$ cat config.mk
export PLATFORM = sky130hd
export DESIGN_NAME = rational_arithmetic_reduce
export DESIGN_NICKNAME = d
export VERILOG_FILES = /design/src/rtl/rar_pkg.sv /design/src/rtl/rar_divider.sv /design/src/rtl/rational_arithmetic_reduce.sv
export SDC_FILE = /design/constraint.sdc
export NUM_CORES = 2
export LEC_CHECK = 0
export BUFFER_PORTS_ARGS = -buffer_cell sky130_fd_sc_hd__buf_2
export CORE_MARGIN = 4
export CORE_UTILIZATION = 40
export DETAILED_ROUTE_END_ITERATION = 10
export MAX_ROUTING_LAYER = met4
export SLEW_MARGIN = 20
export SYNTH_ARGS = -nofsm -noshare
export SYNTH_HDL_FRONTEND = slang
export SYNTH_HIERARCHICAL = 1
export SYNTH_SLANG_ARGS = --single-unit
$ cat constraint.sdc
create_clock -name clk -period 23.4 [get_ports clk]
set_input_delay 4.68 -clock clk [delete_from_list [all_inputs] [get_ports clk]]
set_output_delay 4.68 -clock clk [all_outputs]
set_load 0.1 [all_outputs]
$ cat src/rtl/rar_pkg.sv
`timescale 1ns / 1ps
`default_nettype none
// ----------------------------------------------------------------------------
// rar_pkg
// Shared types and constants for the rational arithmetic reduce block.
// ----------------------------------------------------------------------------
package rar_pkg;

    localparam int RES_WIDTH = 33;

    // operation codes
    typedef enum logic [1:0] {
        MODE_ADD = 2'd0,
        MODE_SUB = 2'd1,
        MODE_MUL = 2'd2,
        MODE_DIV = 2'd3
    } mode_t;

    typedef enum logic [3:0] {
        ST_IDLE,
        ST_MUL0,
        ST_MUL1,
        ST_MUL2,
        ST_MUL3,
        ST_CHECK,
        ST_REM,
        ST_REM_WAIT,
        ST_STEP,
        ST_QN,
        ST_QN_WAIT,
        ST_QD,
        ST_QD_WAIT,
        ST_OUT
    } state_t;

    // divider control and status
    typedef struct packed {
        logic start;
    } div_ctrl_t;

    typedef struct packed {
        logic done;
    } div_stat_t;

endpackage : rar_pkg
`default_nettype wire

$ cat src/rtl/rar_divider.sv
`timescale 1ns / 1ps
`default_nettype none
// ----------------------------------------------------------------------------
// rar_divider
// Restoring signed divider, one quotient bit per cycle, truncating toward
// zero; remainder takes the sign of the dividend.
// ----------------------------------------------------------------------------
module rar_divider #(
    parameter int WIDTH = 34
) (
    input  wire logic                    clk,
    input  wire logic                    rst_n,
    input  wire rar_pkg::div_ctrl_t      ctrl,
    input  wire logic signed [WIDTH-1:0] dividend,
    input  wire logic signed [WIDTH-1:0] divisor,
    output rar_pkg::div_stat_t           stat,
    output logic signed [WIDTH-1:0]      quotient,
    output logic signed [WIDTH-1:0]      remainder
);
    import rar_pkg::*;

    localparam int CW = $clog2(WIDTH + 1);

    logic [WIDTH-1:0] quo_reg, quo_next;
    logic [WIDTH-1:0] rem_reg, rem_next;
    logic [WIDTH-1:0] dsr_reg, dsr_next;
    logic             qneg_reg, qneg_next;
    logic             rneg_reg, rneg_next;
    logic [CW-1:0]    cnt_reg, cnt_next;
    logic             busy_reg, busy_next;
    logic             done_reg, done_next;
    logic [WIDTH:0]   trial;
    logic [WIDTH:0]   shifted;

    // one shift-subtract step per cycle
    always_comb
    begin
        quo_next  = quo_reg;
        rem_next  = rem_reg;
        dsr_next  = dsr_reg;
        qneg_next = qneg_reg;
        rneg_next = rneg_reg;
        cnt_next  = cnt_reg;
        busy_next = busy_reg;
        done_next = 1'b0;
        shifted   = {rem_reg, quo_reg[WIDTH-1]};
        trial     = shifted - {1'b0, dsr_reg};
        if (ctrl.start)
        begin
            quo_next  = dividend[WIDTH-1] ? WIDTH'(-dividend) : dividend;
            dsr_next  = divisor[WIDTH-1] ? WIDTH'(-divisor) : divisor;
            rem_next  = '0;
            qneg_next = dividend[WIDTH-1] ^ divisor[WIDTH-1];
            rneg_next = dividend[WIDTH-1];
            cnt_next  = CW'(WIDTH);
            busy_next = 1'b1;
        end
        else if (busy_reg)
        begin
            if (!trial[WIDTH])
            begin
                rem_next = trial[WIDTH-1:0];
                quo_next = {quo_reg[WIDTH-2:0], 1'b1};
            end
            else
            begin
                rem_next = shifted[WIDTH-1:0];
                quo_next = {quo_reg[WIDTH-2:0], 1'b0};
            end
            cnt_next = cnt_reg - CW'(1);
            if (cnt_reg == CW'(1))
            begin
                busy_next = 1'b0;
                done_next = 1'b1;
            end
        end
    end

    always_ff @(posedge clk or negedge rst_n)
    begin
        if (!rst_n)
        begin
            busy_reg <= 1'b0;
            done_reg <= 1'b0;
            cnt_reg  <= '0;
        end
        else
        begin
            busy_reg <= busy_next;
            done_reg <= done_next;
            cnt_reg  <= cnt_next;
        end
    end

    always_ff @(posedge clk)
    begin
        quo_reg  <= quo_next;
        rem_reg  <= rem_next;
        dsr_reg  <= dsr_next;
        qneg_reg <= qneg_next;
        rneg_reg <= rneg_next;
    end

    assign stat.done = done_reg;
    assign quotient  = qneg_reg ? WIDTH'(-quo_reg) : quo_reg;
    assign remainder = rneg_reg ? WIDTH'(-rem_reg) : rem_reg;

endmodule : rar_divider
`default_nettype wire

$ cat src/rtl/rational_arithmetic_reduce.sv
`timescale 1ns / 1ps
`default_nettype none
// ----------------------------------------------------------------------------
// rational_arithmetic_reduce
// Combines two fractions and reduces the result by a Euclidean gcd.
// ----------------------------------------------------------------------------
//  channel | signals                                          | dir
//  in      | in_valid/in_ready, mode, a_*, b_*                | in
//  out     | out_valid/out_ready, result_*, is_positive, error| out
//
//  Sequence: accept, multiply states MUL0 and MUL1 and a check, then for
//  each Euclid step a divider start, the serial division and the step;
//  then the two final quotients and a load of the output register.
//  A zero denominator skips the divider. Reset clears the sequencer and
//  output valid. in_ready is high only in idle; the result holds in the
//  output register until taken.
// ----------------------------------------------------------------------------
module rational_arithmetic_reduce #(
    parameter int OPERAND_WIDTH = 16
) (
    input  wire logic                          clk,
    input  wire logic                          rst_n,
    input  wire logic                          in_valid,
    output logic                               in_ready,
    input  wire logic [1:0]                    mode,
    input  wire logic signed [OPERAND_WIDTH-1:0] a_numerator,
    input  wire logic signed [OPERAND_WIDTH-1:0] a_denominator,
    input  wire logic signed [OPERAND_WIDTH-1:0] b_numerator,
    input  wire logic signed [OPERAND_WIDTH-1:0] b_denominator,
    output logic                               out_valid,
    input  wire logic                          out_ready,
    output logic signed [rar_pkg::RES_WIDTH-1:0] result_numerator,
    output logic signed [rar_pkg::RES_WIDTH-1:0] result_denominator,
    output logic                               is_positive,
    output logic                               error
);
    import rar_pkg::*;

    localparam int PW = 2 * OPERAND_WIDTH;
    localparam int VW = PW + 2;

    state_t state_reg, state_next;
    logic [1:0] mode_reg;
    logic signed [OPERAND_WIDTH-1:0] an_reg, ad_reg, bn_reg, bd_reg;
    logic signed [OPERAND_WIDTH-1:0] ma, mb;
    logic signed [PW-1:0] prod;
    logic signed [PW-1:0] p0_reg;
    logic signed [VW-1:0] n_reg, n_next, d_reg, d_next;
    logic signed [VW-1:0] x_reg, y_reg;
    logic signed [VW-1:0] g_reg;
    logic signed [VW-1:0] qn_reg;
    logic pos_reg;
    logic signed [VW-1:0] div_a, div_b, quo, rem;
    div_ctrl_t dctrl;
    div_stat_t dstat;
    logic out_valid_reg;
    logic signed [RES_WIDTH-1:0] rn_reg, rd_reg;
    logic pos_out_reg, err_reg;

    rar_divider #(.WIDTH(VW)) u_div (
        .clk(clk), .rst_n(rst_n), .ctrl(dctrl),
        .dividend(div_a), .divisor(div_b),
        .stat(dstat), .quotient(quo), .remainder(rem)
    );

    // shared multiplier operand select
    always_comb
    begin
        ma = an_reg;
        mb = bd_reg;
        unique case (state_reg)
            ST_MUL0:
            begin
                ma = (mode_reg == MODE_MUL) ? an_reg : ad_reg;
                mb = (mode_reg == MODE_MUL) ? bn_reg :
                     (mode_reg == MODE_SUB) ? bn_reg :
                     (mode_reg == MODE_DIV) ? bn_reg : bn_reg;
            end
            ST_MUL1:
            begin
                ma = (mode_reg == MODE_MUL) ? ad_reg : an_reg;
                mb = bd_reg;
            end
            default:
            begin
                ma = an_reg;
                mb = bd_reg;
            end
        endcase
    end
    assign prod = PW'(ma * mb);

    // next state
    always_comb
    begin
        state_next = state_reg;
        unique case (state_reg)
            ST_IDLE:     if (in_valid) state_next = ST_MUL0;
            ST_MUL0:     state_next = ST_MUL1;
            ST_MUL1:     state_next = ST_CHECK;
            ST_CHECK:    state_next = (d_reg == '0) ? ST_OUT : ST_REM;
            ST_REM:      state_next = ST_REM_WAIT;
            ST_REM_WAIT: if (dstat.done) state_next = ST_STEP;
            ST_STEP:     state_next = (rem == '0) ? ST_QN : ST_REM;
            ST_QN:       state_next = ST_QN_WAIT;
            ST_QN_WAIT:  if (dstat.done) state_next = ST_QD;
            ST_QD:       state_next = ST_QD_WAIT;
            ST_QD_WAIT:  if (dstat.done) state_next = ST_OUT;
            ST_OUT:      if (!out_valid_reg || out_ready) state_next = ST_IDLE;
            default:     state_next = ST_IDLE;
        endcase
    end

    // outputs of the sequencer
    always_comb
    begin
        dctrl.start = 1'b0;
        div_a = x_reg;
        div_b = y_reg;
        unique case (state_reg)
            ST_REM: dctrl.start = 1'b1;
            ST_QN:
            begin
                dctrl.start = 1'b1;
                div_a = n_reg;
                div_b = g_reg;
            end
            ST_QD:
            begin
                dctrl.start = 1'b1;
                div_a = d_reg;
                div_b = g_reg;
            end
            default: dctrl.start = 1'b0;
        endcase
    end

    // raw numerator and denominator
    always_comb
    begin
        n_next = n_reg;
        d_next = d_reg;
        if (state_reg == ST_MUL0)
        begin
            d_next = VW'(ad_reg * bd_reg);
            if (mode_reg == MODE_DIV)
                d_next = VW'(prod);
        end
        if (state_reg == ST_MUL1)
        begin
            unique case (mode_reg)
                MODE_ADD: n_next = VW'(p0_reg) + VW'(prod);
                MODE_SUB: n_next = VW'(prod) - VW'(p0_reg);
                MODE_MUL: n_next = VW'(p0_reg);
                default:  n_next = VW'(prod);
            endcase
        end
    end

    always_ff @(posedge clk or negedge rst_n)
    begin
        if (!rst_n)
        begin
            state_reg     <= ST_IDLE;
            out_valid_reg <= 1'b0;
        end
        else
        begin
            state_reg <= state_next;
            if (state_reg == ST_OUT && (!out_valid_reg || out_ready))
                out_valid_reg <= 1'b1;
            else if (out_ready)
                out_valid_reg <= 1'b0;
        end
    end

    // datapath registers
    always_ff @(posedge clk)
    begin
        if (state_reg == ST_IDLE && in_valid)
        begin
            mode_reg <= mode;
            an_reg   <= a_numerator;
            ad_reg   <= a_denominator;
            bn_reg   <= b_numerator;
            bd_reg   <= b_denominator;
        end
        if (state_reg == ST_MUL0)
            p0_reg <= prod;
        n_reg <= n_next;
        d_reg <= d_next;
        if (state_reg == ST_CHECK)
        begin
            x_reg   <= n_reg;
            y_reg   <= d_reg;
            pos_reg <= !((n_reg < 0 && d_reg > 0) || (n_reg > 0 && d_reg < 0));
            g_reg   <= d_reg;
        end
        if (state_reg == ST_STEP)
        begin
            x_reg <= y_reg;
            y_reg <= rem;
            if (rem == '0)
                g_reg <= y_reg;
        end
        if (state_reg == ST_QN_WAIT && dstat.done)
            qn_reg <= quo;
        if (state_reg == ST_OUT && (!out_valid_reg || out_ready))
        begin
            if (d_reg == '0)
            begin
                rn_reg      <= '0;
                rd_reg      <= '0;
                pos_out_reg <= 1'b0;
                err_reg     <= 1'b1;
            end
            else
            begin
                rn_reg      <= RES_WIDTH'(qn_reg);
                rd_reg      <= RES_WIDTH'(quo);
                pos_out_reg <= pos_reg;
                err_reg     <= 1'b0;
            end
        end
    end

    assign in_ready           = (state_reg == ST_IDLE);
    assign out_valid          = out_valid_reg;
    assign result_numerator   = rn_reg;
    assign result_denominator = rd_reg;
    assign is_positive        = pos_out_reg;
    assign error              = err_reg;

endmodule : rational_arithmetic_reduce
`default_nettype wire

# ---- After elaboration in Yosys (flattened, before gate mapping)
# Cells that the tools add are included.
dict set report totals {
  ram_bits 0
  mem_count 0
  register_bits 487
  rom_bits 0
  elab_cells 125
  out_inout_bits 70
  latchBits 0
  inputBits 70
}
dict set report op_classes {
  multipliers 2
  magnitude_cmp 4
  addsub 8
  bitwise 1
  shifts 0
  n_reduce_logical 19
  n_mux 43
  n_eq_ne 20
  n_div 0
}
# cell count
set op_table {}
lappend op_table {{$mux W34} 14}
lappend op_table {{$neg A34 Y34} 3}
lappend op_table {{$pmux W34 S3} 1}
lappend op_table {{$gt A34 B1 Y1 const B} 2}
lappend op_table {{$logic_not A34 Y1} 2}
lappend op_table {{$lt A34 B1 Y1 const B} 2}
lappend op_table {{$pmux W34 S2} 1}
lappend op_table {{$mux W33} 2}
lappend op_table {{$mul A16 B16 Y32} 2}
lappend op_table {{$mux W16} 3}
lappend op_table {{$pmux W4 S12} 1}
lappend op_table {{$sub A35 B34 Y35} 1}
lappend op_table {{$add A32 B32 Y33} 1}
lappend op_table {{$neg A33 Y33} 1}
lappend op_table {{$sub A32 B32 Y33} 1}
lappend op_table {{$pmux W16 S2} 1}
lappend op_table {{$mux W4} 7}
lappend op_table {{$eq A4 B4 Y1 const B} 6}
lappend op_table {{$eq A4 B3 Y1 const B} 3}
lappend op_table {{$mux W6} 2}
lappend op_table {{$mux W1} 11}
lappend op_table {{$eq A6 B1 Y1 const B} 1}
lappend op_table {{$ne A2 B1 Y1 const B} 3}
lappend op_table {{$reduce_bool A2 Y1} 3}
lappend op_table {{15 further kinds} 23}

# ---- Longest topological paths before layout
dict set report depth {
  word_depth 6
  depth_mapped 39
  depth_no_buf 36
}

# ---- By module
# Netlist, hierarchy kept.
# module area_each_um2 seq_area_each_um2 cells_per_inst n_inst
set by_module_without_submodules {}
lappend by_module_without_submodules {rational_arithmetic_reduce 37563.5 10805.4 3778 1}
lappend by_module_without_submodules {rar_divider 8977.4 2982.9 1059 1}

# ---- Worst setup path after synthesis
# Ideal clock, no wire load.
dict set report synth_timing {
  kind {register to register}
  startpoint {register state_reg[3]}
  endpoint {register n_reg[23], data pin}
  arrival_ns 11.007
  stages_incl_launch_ff 38
  path_slack_ns 12.132
  t_required_ns 23.139
  path_buffers 3
  setup_ns 0.261
  period_less_slack_ns 11.268
  path_cell_list {dfrtp_1 clkbuf_1 nor3_1 mux2i_1 buf_2 buf_2 mux2i_1 nor2_1 fa_1 inv_1 fa_1 fa_1 inv_1 fa_1 fa_1 inv_1 fa_1 inv_1 [2 not listed] a21o_1 a21o_1 o21ai_1 nand2b_1 a21o_1 a21oi_1 xnor2_1 inv_1 ha_1 nand2_1 o21ai_0 a21oi_1 or2_2 a21oi_1 a31oi_1 xor2_1 nor2_1 a221o_1}
}
dict set report synth_via {
  elab_chain_len 5
}
# element line_no
set synth_rtl {}
lappend synth_rtl {{start, declared} rational_arithmetic_reduce.sv:42} ;# state_t state_reg, state_next;
lappend synth_rtl {{start signal, assigned} rational_arithmetic_reduce.sv:169} ;# state_reg <= state_next;
lappend synth_rtl {{$eq A4 B2 Y1 / $eq A4 B1 Y1 (equally long branches)} rational_arithmetic_reduce.sv:71} ;# unique case (state_reg)
lappend synth_rtl {{$pmux W16 S2 / $mux W16 (equally long branches)} rational_arithmetic_reduce.sv:71}
lappend synth_rtl {{$mul A16 B16 Y32 *} rational_arithmetic_reduce.sv:91} ;# assign prod = PW'(ma * mb);
lappend synth_rtl {{named net prod[18]} rational_arithmetic_reduce.sv:46} ;# logic signed [PW-1:0] prod;
lappend synth_rtl {{$sub A32 B32 Y33 / $add A32 B32 Y33 (equally long branches)} {rational_arithmetic_reduce.sv:153, rational_arithmetic_reduce.sv:152}}
lappend synth_rtl {{$pmux W34 S3 *} rational_arithmetic_reduce.sv:151} ;# unique case (mode_reg)
lappend synth_rtl {{end signal, assigned} rational_arithmetic_reduce.sv:190} ;# n_reg <= n_next;
lappend synth_rtl {{end, declared} rational_arithmetic_reduce.sv:48} ;# logic signed [VW-1:0] n_reg, n_next, d_reg, d_next;
# Mark *: on every way through the listed nets, which the timed path passes. The rest lies on a longest branch.
# A chain may end at the register's enable or synchronous reset.

# ---- Worst setup path after layout
dict set report layout_timing {
  startpoint {register state_reg[0]}
  endpoint {register n_reg[32], data pin}
}
# The elaborated chain is that of the path after synthesis.

==> run_results.csv <==
group,metric,value,unit
status,status,"completed",
placement,gp_congestion,0.954,
route,wl,127,mm
route,antenna_left,0,
critical_path,cpMostUsedCell,"fa_1",
critical_path,worstSetupPathType,"flip-flop to flip-flop",
clocking,post_cts_buffers,0,
timing,maxSlewViolCount,0,
route,vias,34147,
global_route,track_usage,0.214,
global_route,antenna_found_initial,1,
floorplan,io_pins,140,
synth,synth_cells,4835,
global_route,grt_pass1_vias,34611,
critical_path,start_kind,"flip-flop",
timing,tightest_slew,1060,ps
placement,hpwl,98.9,mm
synth,syn_area_per_cell,9.62,um^2
floorplan,fp.dieArea,122000,um^2
floorplan,die_w,349,um
timing,hold_violations,0,
critical_path,worstReg2RegStart,"state_reg[0]$_DFFE_PN0P_",
timing,finalCritPeriodShare,0.464,
timing,rsz0062_at_grt,"false",
clocking,clk_pin_slew_worst_paths,60,ps
critical_path,cp-startpoint,"state_reg[0]$_DFFE_PN0P_",
timing,setup-tns-final,0,ps
critical_path,worstPathArrival,11210,ps
synth,netlist_area,46500,um^2
final_layout,fin_nets,5722,
critical_path,worstPathMaxFanout,42,
placement,dpl-instance-area,48900,um^2
final_layout,synthToLayoutAreaGrowth,9.15,%
synth,yosysWarnings,6,
route,via_per_inst,5.30,
worst_hold_path,min_from,"y_reg[30]$_DFFE_PP_",
floorplan,die_y,349,um
clocking,cts_buffer_depth,3,
critical_path,crit_required,23740,ps
critical_path,cpPeakStageDelay,810,ps
synth,postSynthNetCount,5668,
clocking,ctsResizeCount,0,
route,drc,0,
route,drt_pass1_iterations,6,
clocking,clock-sinks,484,
timing,whs,512,ps
final_layout,fin_area,50800,um^2
timing,fin_crit,10870,ps
critical_path,slowest_stage,"dfrtp_1",
global_route,grt_max_degree,72,
worst_hold_path,hold_depth,2,
placement,port_buffers,139,
clocking,htree_levels,2,
critical_path,reg2reg_slack,12530,ps
global_route,grt_first_pass_wirelength,201,mm
critical_path,ff2ff_path_depth,33,
worst_hold_path,worstHoldPathType,"flip-flop to flip-flop",
route,wl_per_cell,19.7,um
final_layout,diodes,0,
critical_path,end_kind,"flip-flop",
timing,max_freq,92.0,MHz
route,dr.first_iter.drc_count,2905,
flow_run,maxCapViolCount,0,
timing,maxSlewHeadroom,0.278,
timing,setup_viol,0,
clocking,cts_buffers,53,
clocking,root_buffer,"clkbuf_16",
final_layout,layout-drive-gt1-share,0.0858,
timing,fin_skew,18.6,ps
clocking,cts_tree,"yes",
clocking,hold_buffers,0,
floorplan,rows,124,
global_route,grt-ovfl-total,0,
floorplan,start_util,0.405,
floorplan,core-area,115000,um^2
clocking,clock_latency,620,ps
-- per-layer routing --
| layer | wire length [um] | global-route usage |
|---|---|---|
| met5 | 0 | - |
| met4 | 3320 | 0.0487 |
| met3 | 7550 | 0.0286 |
| met2 | 58400 | 0.342 |
| met1 | 57800 | 0.293 |
-- cell type report --
class                   instances  area, um^2
clock buffers                  60        1370
clock inverters                38         483
fillers                     11041       64200
inverters                     691        2590
multi-input cells            3459       29500
flip-flops and latches        484       13800
well taps                    1512        1890
repair buffers                200        1150
-- worst max-delay path: cells and delay by family (launching register included) --
kind / cells / cell delay (ps)
adder cells (fa/ha/maj): 8 / 4080
AO/OA/AOI/OAI: 8 / 2200
AND/OR/NAND/NOR: 8 / 1430
buffers and inverters: 7 / 1400
flip-flops: 1 / 810
multiplexers: 2 / 600
-- through the flow --
stage	utilization	instances	worst slack, ps
3_3_place_gp	0.426	6346	12830
3_5_place_dp	0.426	6346	12660
5_1_grt	0.442	6444	11990
4_1_cts	0.442	6444	12630
2_1_floorplan	-	4835	12130
6_report	0.442	6444	12530
-- final timing paths --
check                                      endpoint
min in group asynchronous  state_reg[2]$_DFFE_PN0P_
max reg2reg                     n_reg[32]$_DFFE_PN_
min reg2reg                       g_reg[30]$_DFF_P_
max                             n_reg[32]$_DFFE_PN_
min                               g_reg[30]$_DFF_P_
max in group asynchronous  u_div/busy_reg$_DFF_PN0_
-- placed cells by master (no fill, tap or decap), types with 15 or more instances in the layout --
cell type and n:
o41ai_1 19, nand3_1 34, nor2_1 304, nand2_1 718, ha_1 237, a311oi_1 25
inv_1 691, a21o_1 49, nand4_1 22, a22oi_1 33, a21oi_1 169, a31oi_1 20
buf_2 139, or4_1 21, or2_2 22, mux2i_1 85, clkbuf_16 53, edfxtp_1 403
a211oi_1 19, mux2_2 67, and2_1 102, nor4_1 46, o31ai_1 49, xnor2_1 187
nand2b_1 47, xor2_1 92, and3_1 15, nor3_1 34, o21bai_1 25, dfxtp_1 68
o211ai_1 21, buf_4 61, o21ai_0 206, or3_1 30, fa_1 526, nor2b_1 81
Power is not shown: default switching activity piles up to over one toggle a cycle in this logic, so the estimate is an artifact.
